File: src/rtl/nmt_pkg.sv
// Shared definitions for the neighbor metric table: operation codes, result
// codes, stream field widths and the command/status structs between blocks.
// No dependencies.
package nmt_pkg;

   localparam int MAX_ENTRIES_DEF = 16;

   localparam int REQ_TDATA_W = 232;
   localparam int REQ_TUSER_W = 6;
   localparam int RSP_TDATA_W = 160;
   localparam int RSP_TUSER_W = 2;

   localparam int KEY_W = 128;
   localparam int MET_W = 96;

   localparam logic [2:0] KIND_INSERT      = 3'd0;
   localparam logic [2:0] KIND_READ_ADDR   = 3'd1;
   localparam logic [2:0] KIND_READ_METRIC = 3'd2;
   localparam logic [2:0] KIND_EXISTS      = 3'd3;
   localparam logic [2:0] KIND_UPD_LL      = 3'd4;
   localparam logic [2:0] KIND_UPD_THR     = 3'd5;

   localparam logic [2:0] SEL_LATENCY    = 3'd2;
   localparam logic [2:0] SEL_LOSS       = 3'd3;
   localparam logic [2:0] SEL_THROUGHPUT = 3'd4;

   localparam logic [1:0] ST_OK   = 2'd0;
   localparam logic [1:0] ST_MISS = 2'd1;
   localparam logic [1:0] ST_FULL = 2'd2;

   localparam logic [2:0] RES_OK     = 3'd0;
   localparam logic [2:0] RES_MISS   = 3'd1;
   localparam logic [2:0] RES_FULL   = 3'd2;
   localparam logic [2:0] RES_ADDR   = 3'd3;
   localparam logic [2:0] RES_METRIC = 3'd4;

   typedef struct packed {
      logic       capture;
      logic       ins_wr;
      logic       upd_wr;
      logic       scan_load;
      logic       scan_dec;
      logic       res_load;
      logic [2:0] res_code;
      logic       out_load;
   } cmd_type;

   typedef struct packed {
      logic [2:0] kind;
      logic       full;
      logic       empty;
      logic       pos_ok;
      logic       match;
      logic       scan_zero;
      logic       out_free;
   } sts_type;

endpackage

File: src/rtl/nmt_dp.sv
// Datapath of the neighbor metric table: transaction capture, entry memories,
// scan index, match compare, result and output registers.
// Depends on nmt_pkg.
module nmt_dp #(
   parameter int MAX_ENTRIES = nmt_pkg::MAX_ENTRIES_DEF
) (
   input  logic                            clock,
   input  logic                            reset,
   input  logic [nmt_pkg::REQ_TDATA_W-1:0] req_tdata,
   input  logic [nmt_pkg::REQ_TUSER_W-1:0] req_tuser,
   input  nmt_pkg::cmd_type                cmd,
   output nmt_pkg::sts_type                sts,
   output logic                            rsp_tvalid,
   input  logic                            rsp_tready,
   output logic [nmt_pkg::RSP_TDATA_W-1:0] rsp_tdata,
   output logic [nmt_pkg::RSP_TUSER_W-1:0] rsp_tuser
);

   localparam int CNT_W = $clog2(MAX_ENTRIES + 1);
   localparam int IDX_W = $clog2(MAX_ENTRIES);
   localparam int PCW   = (CNT_W > 8) ? CNT_W : 8;

   logic [2:0]                  kind_ff;
   logic [2:0]                  sel_ff;
   logic [nmt_pkg::KEY_W-1:0]   key_ff;
   logic [nmt_pkg::MET_W-1:0]   met_ff;
   logic [7:0]                  pos_ff;
   logic [CNT_W-1:0]            count_ff;
   logic [CNT_W-1:0]            count_in;
   logic [IDX_W-1:0]            scan_ff;
   logic [IDX_W-1:0]            scan_in;
   logic [nmt_pkg::KEY_W-1:0]   key_mem [MAX_ENTRIES];
   logic [nmt_pkg::MET_W-1:0]   met_mem [MAX_ENTRIES];
   logic [nmt_pkg::KEY_W-1:0]   rd_key_ff;
   logic [nmt_pkg::MET_W-1:0]   rd_met_ff;
   logic [IDX_W-1:0]            rd_addr;
   logic [IDX_W-1:0]            wr_addr;
   logic [nmt_pkg::MET_W-1:0]   met_wdata;
   logic [IDX_W-1:0]            last_idx;
   logic [IDX_W-1:0]            pos_slot;
   logic [7:0]                  pos_eff;
   logic [1:0]                  res_status_ff;
   logic [1:0]                  res_status_in;
   logic [31:0]                 res_value_ff;
   logic [31:0]                 res_value_in;
   logic [nmt_pkg::KEY_W-1:0]   res_addr_ff;
   logic [nmt_pkg::KEY_W-1:0]   res_addr_in;
   logic                        out_valid_ff;
   logic                        out_valid_in;
   logic [nmt_pkg::RSP_TDATA_W-1:0] out_data_ff;
   logic [nmt_pkg::RSP_TUSER_W-1:0] out_user_ff;

   // Metric words hold latency in the low bits, then loss, then throughput.
   always_ff @(posedge clock) begin
      if (cmd.capture) begin
         kind_ff <= req_tuser[2:0];
         sel_ff  <= req_tuser[5:3];
         key_ff  <= req_tdata[127:0];
         met_ff  <= req_tdata[223:128];
         pos_ff  <= req_tdata[231:224];
      end
   end

   assign pos_eff  = (pos_ff == 8'd0) ? 8'd1 : pos_ff;
   assign pos_slot = IDX_W'(PCW'(count_ff) - PCW'(pos_eff));
   assign last_idx = IDX_W'(count_ff - CNT_W'(1));

   always_comb begin
      count_in = count_ff;
      if (cmd.ins_wr) begin
         count_in = count_ff + CNT_W'(1);
      end
   end

   always_comb begin
      scan_in = scan_ff;
      if (cmd.scan_load) begin
         scan_in = last_idx;
      end else if (cmd.scan_dec) begin
         scan_in = scan_ff - IDX_W'(1);
      end
   end

   always_ff @(posedge clock) begin
      if (reset) begin
         count_ff <= '0;
      end else begin
         count_ff <= count_in;
      end
   end

   always_ff @(posedge clock) begin
      scan_ff <= scan_in;
   end

   always_comb begin
      if (cmd.scan_load || cmd.scan_dec) begin
         rd_addr = scan_in;
      end else begin
         rd_addr = pos_slot;
      end
   end

   assign wr_addr = cmd.ins_wr ? count_ff[IDX_W-1:0] : scan_ff;

   always_comb begin
      if (cmd.ins_wr) begin
         met_wdata = met_ff;
      end else if (kind_ff == nmt_pkg::KIND_UPD_LL) begin
         met_wdata = {rd_met_ff[95:64], met_ff[63:0]};
      end else begin
         met_wdata = {met_ff[95:64], rd_met_ff[63:0]};
      end
   end

   always_ff @(posedge clock) begin
      if (cmd.ins_wr) begin
         key_mem[wr_addr] <= key_ff;
      end
      if (cmd.ins_wr || cmd.upd_wr) begin
         met_mem[wr_addr] <= met_wdata;
      end
      rd_key_ff <= key_mem[rd_addr];
      rd_met_ff <= met_mem[rd_addr];
   end

   always_comb begin
      res_status_in = nmt_pkg::ST_MISS;
      res_value_in  = 32'd1;
      res_addr_in   = '0;
      case (cmd.res_code)
         nmt_pkg::RES_OK: begin
            res_status_in = nmt_pkg::ST_OK;
            res_value_in  = 32'd0;
         end
         nmt_pkg::RES_FULL: begin
            res_status_in = nmt_pkg::ST_FULL;
            res_value_in  = 32'd0;
         end
         nmt_pkg::RES_ADDR: begin
            res_status_in = nmt_pkg::ST_OK;
            res_value_in  = 32'd0;
            res_addr_in   = rd_key_ff;
         end
         nmt_pkg::RES_METRIC: begin
            case (sel_ff)
               nmt_pkg::SEL_LATENCY: begin
                  res_status_in = nmt_pkg::ST_OK;
                  res_value_in  = rd_met_ff[31:0];
               end
               nmt_pkg::SEL_LOSS: begin
                  res_status_in = nmt_pkg::ST_OK;
                  res_value_in  = rd_met_ff[63:32];
               end
               nmt_pkg::SEL_THROUGHPUT: begin
                  res_status_in = nmt_pkg::ST_OK;
                  res_value_in  = rd_met_ff[95:64];
               end
               default: begin
                  res_status_in = nmt_pkg::ST_MISS;
                  res_value_in  = 32'd1;
               end
            endcase
         end
         default: begin
            res_status_in = nmt_pkg::ST_MISS;
            res_value_in  = 32'd1;
         end
      endcase
   end

   always_ff @(posedge clock) begin
      if (cmd.res_load) begin
         res_status_ff <= res_status_in;
         res_value_ff  <= res_value_in;
         res_addr_ff   <= res_addr_in;
      end
   end

   always_comb begin
      out_valid_in = out_valid_ff;
      if (cmd.out_load) begin
         out_valid_in = 1'b1;
      end else if (rsp_tready) begin
         out_valid_in = 1'b0;
      end
   end

   always_ff @(posedge clock) begin
      if (reset) begin
         out_valid_ff <= 1'b0;
      end else begin
         out_valid_ff <= out_valid_in;
      end
   end

   // Stored keys hold addr_high in the low half, so it lands above value.
   always_ff @(posedge clock) begin
      if (cmd.out_load) begin
         out_data_ff <= {res_addr_ff[127:64], res_addr_ff[63:0], res_value_ff};
         out_user_ff <= res_status_ff;
      end
   end

   assign rsp_tvalid = out_valid_ff;
   assign rsp_tdata  = out_data_ff;
   assign rsp_tuser  = out_user_ff;

   assign sts.kind      = kind_ff;
   assign sts.full      = (count_ff == CNT_W'(MAX_ENTRIES));
   assign sts.empty     = (count_ff == '0);
   assign sts.pos_ok    = (PCW'(pos_eff) <= PCW'(count_ff));
   assign sts.match     = (rd_key_ff == key_ff);
   assign sts.scan_zero = (scan_ff == '0);
   assign sts.out_free  = !out_valid_ff || rsp_tready;

endmodule

File: src/rtl/nmt_ctrl.sv
// Controller of the neighbor metric table: sequences decode, position reads,
// newest-first key scans and result hand-off. Depends on nmt_pkg.
module nmt_ctrl (
   input  logic             clock,
   input  logic             reset,
   input  logic             req_tvalid,
   output logic             req_tready,
   input  nmt_pkg::sts_type sts,
   output nmt_pkg::cmd_type cmd
);

   localparam logic [2:0] S_IDLE   = 3'd0;
   localparam logic [2:0] S_DECODE = 3'd1;
   localparam logic [2:0] S_READ   = 3'd2;
   localparam logic [2:0] S_SCAN   = 3'd3;
   localparam logic [2:0] S_RESP   = 3'd4;

   logic [2:0] state_ff;
   logic [2:0] state_in;

   always_comb begin
      state_in = state_ff;
      cmd      = '0;
      unique case (state_ff)
         S_IDLE: begin
            if (req_tvalid) begin
               cmd.capture = 1'b1;
               state_in    = S_DECODE;
            end
         end
         S_DECODE: begin
            unique case (sts.kind) inside
               nmt_pkg::KIND_INSERT: begin
                  cmd.res_load = 1'b1;
                  state_in     = S_RESP;
                  if (sts.full) begin
                     cmd.res_code = nmt_pkg::RES_FULL;
                  end else begin
                     cmd.ins_wr   = 1'b1;
                     cmd.res_code = nmt_pkg::RES_OK;
                  end
               end
               nmt_pkg::KIND_READ_ADDR, nmt_pkg::KIND_READ_METRIC: begin
                  if (sts.pos_ok) begin
                     state_in = S_READ;
                  end else begin
                     cmd.res_load = 1'b1;
                     cmd.res_code = nmt_pkg::RES_MISS;
                     state_in     = S_RESP;
                  end
               end
               nmt_pkg::KIND_EXISTS, nmt_pkg::KIND_UPD_LL, nmt_pkg::KIND_UPD_THR: begin
                  if (sts.empty) begin
                     cmd.res_load = 1'b1;
                     cmd.res_code = nmt_pkg::RES_MISS;
                     state_in     = S_RESP;
                  end else begin
                     cmd.scan_load = 1'b1;
                     state_in      = S_SCAN;
                  end
               end
               default: begin
                  cmd.res_load = 1'b1;
                  cmd.res_code = nmt_pkg::RES_MISS;
                  state_in     = S_RESP;
               end
            endcase
         end
         S_READ: begin
            cmd.res_load = 1'b1;
            cmd.res_code = (sts.kind == nmt_pkg::KIND_READ_ADDR) ?
                           nmt_pkg::RES_ADDR : nmt_pkg::RES_METRIC;
            state_in     = S_RESP;
         end
         S_SCAN: begin
            if (sts.match) begin
               cmd.upd_wr   = (sts.kind != nmt_pkg::KIND_EXISTS);
               cmd.res_load = 1'b1;
               cmd.res_code = nmt_pkg::RES_OK;
               state_in     = S_RESP;
            end else if (sts.scan_zero) begin
               cmd.res_load = 1'b1;
               cmd.res_code = nmt_pkg::RES_MISS;
               state_in     = S_RESP;
            end else begin
               cmd.scan_dec = 1'b1;
            end
         end
         S_RESP: begin
            if (sts.out_free) begin
               cmd.out_load = 1'b1;
               state_in     = S_IDLE;
            end
         end
         default: begin
            state_in = S_IDLE;
         end
      endcase
   end

   always_ff @(posedge clock) begin
      if (reset) begin
         state_ff <= S_IDLE;
      end else begin
         state_ff <= state_in;
      end
   end

   assign req_tready = (state_ff == S_IDLE);

endmodule

File: src/rtl/neighbor_metric_table_core.sv
// Top level of the neighbor metric table: joins the controller and datapath.
// Depends on nmt_pkg, nmt_ctrl and nmt_dp.
//
//   Group  Dir  Payload
//   req_   in   tdata: addr_high, addr_low, latency_in, loss_in,
//                      throughput_in, position; tuser: kind, metric_select
//   rsp_   out  tdata: value, addr_out_high, addr_out_low; tuser: status
//
// One transaction is worked at a time. Insert, unused kinds and misses on
// position pass from decode straight to the response state; position reads
// go through one read state first; key lookups scan the entries one at a
// time, newest first, through the single read port of the entry memories.
// A new transaction is accepted while a result waits in the output register.
// Reset empties the table at once; entry contents are not cleared.
module neighbor_metric_table_core #(
   parameter int MAX_ENTRIES = nmt_pkg::MAX_ENTRIES_DEF
) (
   input  logic                            clock,
   input  logic                            reset,
   input  logic                            req_tvalid,
   output logic                            req_tready,
   // addr_high, addr_low, latency_in, loss_in, throughput_in, position
   input  logic [nmt_pkg::REQ_TDATA_W-1:0] req_tdata,
   // kind, metric_select
   input  logic [nmt_pkg::REQ_TUSER_W-1:0] req_tuser,
   output logic                            rsp_tvalid,
   input  logic                            rsp_tready,
   // value, addr_out_high, addr_out_low
   output logic [nmt_pkg::RSP_TDATA_W-1:0] rsp_tdata,
   // status
   output logic [nmt_pkg::RSP_TUSER_W-1:0] rsp_tuser
);

   nmt_pkg::cmd_type cmd;
   nmt_pkg::sts_type sts;

   nmt_ctrl u_ctrl (
      .clock      (clock),
      .reset      (reset),
      .req_tvalid (req_tvalid),
      .req_tready (req_tready),
      .sts        (sts),
      .cmd        (cmd)
   );

   nmt_dp #(
      .MAX_ENTRIES (MAX_ENTRIES)
   ) u_dp (
      .clock      (clock),
      .reset      (reset),
      .req_tdata  (req_tdata),
      .req_tuser  (req_tuser),
      .cmd        (cmd),
      .sts        (sts),
      .rsp_tvalid (rsp_tvalid),
      .rsp_tready (rsp_tready),
      .rsp_tdata  (rsp_tdata),
      .rsp_tuser  (rsp_tuser)
   );

endmodule

File: config.mk
export PLATFORM = sky130hd
export DESIGN_NAME = neighbor_metric_table_core
export DESIGN_NICKNAME = d
export VERILOG_FILES = /design/src/rtl/nmt_pkg.sv /design/src/rtl/nmt_dp.sv /design/src/rtl/nmt_ctrl.sv /design/src/rtl/neighbor_metric_table_core.sv
export SDC_FILE = /design/constraint.sdc
export NUM_CORES = 2
export LEC_CHECK = 0
export BUFFER_PORTS_ARGS = -buffer_cell sky130_fd_sc_hd__clkbuf_2
export CAP_MARGIN = 30
export CELL_PAD_IN_SITES_DETAIL_PLACEMENT = 0
export CELL_PAD_IN_SITES_GLOBAL_PLACEMENT = 1
export CORE_UTILIZATION = 29
export CTS_CLUSTER_SIZE = 8
export DETAILED_ROUTE_END_ITERATION = 12
export PLACE_DENSITY_LB_ADDON = 0.08
export RECOVER_POWER = 25
export SETUP_SLACK_MARGIN = 0.5
export SYNTH_ARGS = -nofsm -noshare
export SYNTH_HDL_FRONTEND = slang
export SYNTH_SLANG_ARGS = --single-unit
File: constraint.sdc
create_clock -name clock -period 12.1 [get_ports clock]
set_input_delay 2.42 -clock clock [delete_from_list [all_inputs] [get_ports clock]]
set_output_delay 2.42 -clock clock [all_outputs]
set_load 0.005 [all_outputs]
==> summary.txt <==
Finish
  • Most common cell after layout, fill and taps aside: edfxtp_1
  • Final Net Count: 11360
  • Share of cells above drive strength 1: 18.6%
  • Layout fillers: 56291
  • Most frequent cells in the layout: edfxtp_1, o211ai_1, mux2_2
  • Area Growth Syn to Fin: 17.5%
  • Cell area after layout: 0.201 sq mm

STA
  • RSZ-0062 raised after global routing: false
  • Total negative slack: 0 ns
  • Slew Viols, Final: 0
  • Slew Limit Headroom: 18.8%
  • Fmax: 0.137 GHz
  • Final Hold Fails: 0
  • Period utilisation layout: 60.4%
  • Final min period: 7.31 ns
  • Endpoints failing setup: 0
  • Clock skew: 0.0640 ns
  • Worst-Margin Slew: 1.21 ns

Setup path
  • Delay-heaviest family, CP: buffers and inverters
  • WP buf/inv: 5
  • WP data arrival: 8.28 ns
  • Crit-path cells: xnor2_1 > nand4_1 > nor4_1 > nand4_1 > o21ai_4 > buf_4 > buf_12 > buf_4 > nand3_1 > o22ai_4 > buf_4 > buf_4 > o211ai_1 > nand4_1
  • Worst EP required: 13.07 ns
  • Most frequent CP cell: buf_4
  • CP endpoint kind: flop
  • Worst setup path class: reg2reg
  • Setup crit start kind: flop
  • Largest fanout on the critical path: 42
  • Crit-path slowest cell: buf_4
  • Worst path max stage delay: 0.86 ns

Synthesis
  • Register area share after synthesis: 75.4%
  • Syn Inst Count: 10669
  • Number of synthesized flops with an enable pin: 4146
  • Mapped Nets: 10924
  • Post-synth ARST share: 0%
  • Avg Inst Size Synth: 16.1 sq um
  • Yosys cell types: 64
  • Synth warnings: 0
  • Flops & latches, synth: 4383
  • Post-synth top flop: edfxtp_1
  • Post-Syn Area: 0.171 sq mm

Route
  • Routed vias: 102889
  • Routed Antenna Nets: 0
  • Overall routed net length: 661 mm
  • Drc violations: 0
  • WL/cell: 34.1 microns
  • Via/cell ratio: 5.31
  • First-iteration detailed-routing DRC count: 8971
  • DRT Pass-1 Iters: 5

Floorplanning
  • Std cell rows: 282
  • # IOs: 406
  • Initial Util: 29.1%
  • Die height: 771 microns
  • Die extent in x: 771 microns
  • Core footprint: 0.589 sq mm
  • Die footprint: 0.594 sq mm

Clock tree
  • Clock root cell: clkbuf_16
  • CTS tree: built
  • Total CTS buffers: 621
  • Worst skew pair latency: 1.09 ns
  • CTS resizes: 0
  • Cts hold-fix bufs: 0
  • Clk slew on worst S/H paths: 0.05 ns
  • Number of H-tree levels: 6
  • Clock buffer depth: 4
  • Clock sinks: 4383
  • # Post-CTS Setup Buffers: 0

Power
  • PD cells: 188 mW/mm^2
  • Pwr Total: 37.9 mW
  • Gate power share: 9.2%
  • Peak supply drop: 0.145 mV
  • Sequential share of power: 47.2%
  • Clk pwr share: 43.6%
  • Cell Int Power: 28.0 mW
  • Net Switching: 9.83 mW
  • Static Leak: 64.8 nW
  • Sw Ratio: 26.0%

Worst hold path
  • Hold Path Class: reg2reg

Global route
  • Initial antenna violation count: 64
  • Vias in the first global route: 104577
  • Global-route wire length before repair: 901 mm
  • Largest net degree at the start of global routing: 165
  • GRT Util Overall: 21.6%
  • Grt ovf: 0

Run status
  • Status: finished, final reports clean

Place
  • Cell Area, Placed: 0.183 sq mm
  • GP Congestion: 0.744
  • Port Buffers: 405
  • DP HPWL: 339 mm

Flow run
  • Max_cap viols: 0
-- power by group through the flow --
stage	clock network [mW]	registers, mW	logic, mW
2_1_floorplan	0	17.8	1.91
3_3_place_gp	0	18.2	3.49
3_5_place_dp	0	18.2	3.56
4_1_cts	16.9	17.9	3.57
5_1_grt	17.5	17.9	3.72
6_report	16.5	17.9	3.50
-- cells in the mapped netlist, types with 55 or more instances --
cell type,n,area (sq um)
xnor2_1,136,1190
inv_1,633,2380
a21oi_1,491,2460
clkbuf_1,565,2120
buf_2,257,1290
mux2_2,696,7840
and2_1,133,832
nand4_1,263,1650
nor3_1,122,611
edfxtp_1,4146,124000
o221ai_1,617,5400
dfxtp_1,237,4740
nand2_1,471,1770
mux2i_1,55,551
a2111o_1,55,619
o211ai_1,1234,9260
a221o_1,224,2240
nor2_1,114,428
-- logic make-up (layout without fill, tap and decap cells) --
| family | Yosys count | after routing | share of synthesized area, % |
|---|---|---|---|
| flops | 4383 | 4383 | 75.4 |
| other cells | 0 | 19 | 0 |
| mux | 770 | 770 | 5.02 |
| fa+ha+maj | 13 | 13 | 0.0992 |
| simple gates | 1148 | 1148 | 3.26 |
| compound gates | 2697 | 2697 | 12.0 |
| xor+xnor | 139 | 139 | 0.710 |
| buf+inv | 1519 | 2392 | 3.55 |
-- final timing paths --
kind	from	end	slack, ns	cells past startpoint
worst max-delay path	u_dp.key_ff[21]	u_dp.rd_met_ff[39]	4.79	14
worst max register to register	u_dp.key_ff[21]	u_dp.rd_met_ff[39]	4.79	14
worst min-delay path	u_dp.res_addr_ff[81]	u_dp.rsp_tdata[113]	0.41	0
worst min register to register	u_dp.res_addr_ff[81]	u_dp.rsp_tdata[113]	0.41	0
-- sequential cells by signal, indices dropped and copies added, names as in the netlist, 4 cells and up --
| signal | cells |
|---|---|
| u_dp.pos_ff | 8 |
| u_dp.key_mem | 2048 |
| u_dp.count_ff | 5 |
| u_dp.rd_met_ff | 96 |
| u_dp.res_addr_ff | 128 |
| u_dp.scan_ff | 4 |
| u_dp.met_mem | 1536 |
| u_dp.res_value_ff | 32 |
| u_dp.rd_key_ff | 128 |
| u_dp.key_ff | 128 |
| u_dp.rsp_tdata | 160 |
| u_dp.met_ff | 96 |
-- metrics by stage --
step	util (%)	setup slack (ns)	hold slack, ns	instances
6_report	34.2	4.79	0.412	19371
5_1_grt	34.2	4.71	0.419	19360
4_1_cts	34.2	4.53	0.405	19347
3_5_place_dp	31.1	4.63	0.405	18287
3_3_place_gp	31.0	2.70	0.405	18255
2_1_floorplan	-	2.19	0.400	10669
-- metal layers --
| metal | routed length, microns | vias up | GRT usage [%] |
|---|---|---|---|
| li1 | - | 43592 | - |
| met3 | 32100 | 750 | 3.04 |
| met4 | 13800 | 18 | 4.64 |
| met1 | 292000 | 55380 | 29.2 |
| met2 | 324000 | 3149 | 36.8 |
| met5 | 112 | - | 0 |
-- worst reg2reg max path, cell delays in order, from the launching register on --
cell,delay (ns)
edfxtp_1,0.62
xnor2_1,0.84
nand4_1,0.52
nor4_1,0.70
nand4_1,0.34
o21ai_4,0.23
buf_4,0.43
buf_12,0.29
buf_4,0.74
nand3_1,0.26
o22ai_4,0.23
buf_4,0.63
buf_4,0.92
o211ai_1,0.28
nand4_1,0.16
-- layout make-up --
class,count,area [sq um],share of cell area [%]
flip-flops and latches,4383,129000,64.2
clock buffers,1009,17300,8.57
clock inverters,51,885,0.439
inverters,634,2390,1.18
well taps,7810,9770,4.85
diodes,19,47.5,0.0236
repair buffers,698,5300,2.63
multi-input cells,4767,36600,18.2
Power figures use the tool's default switching activity.
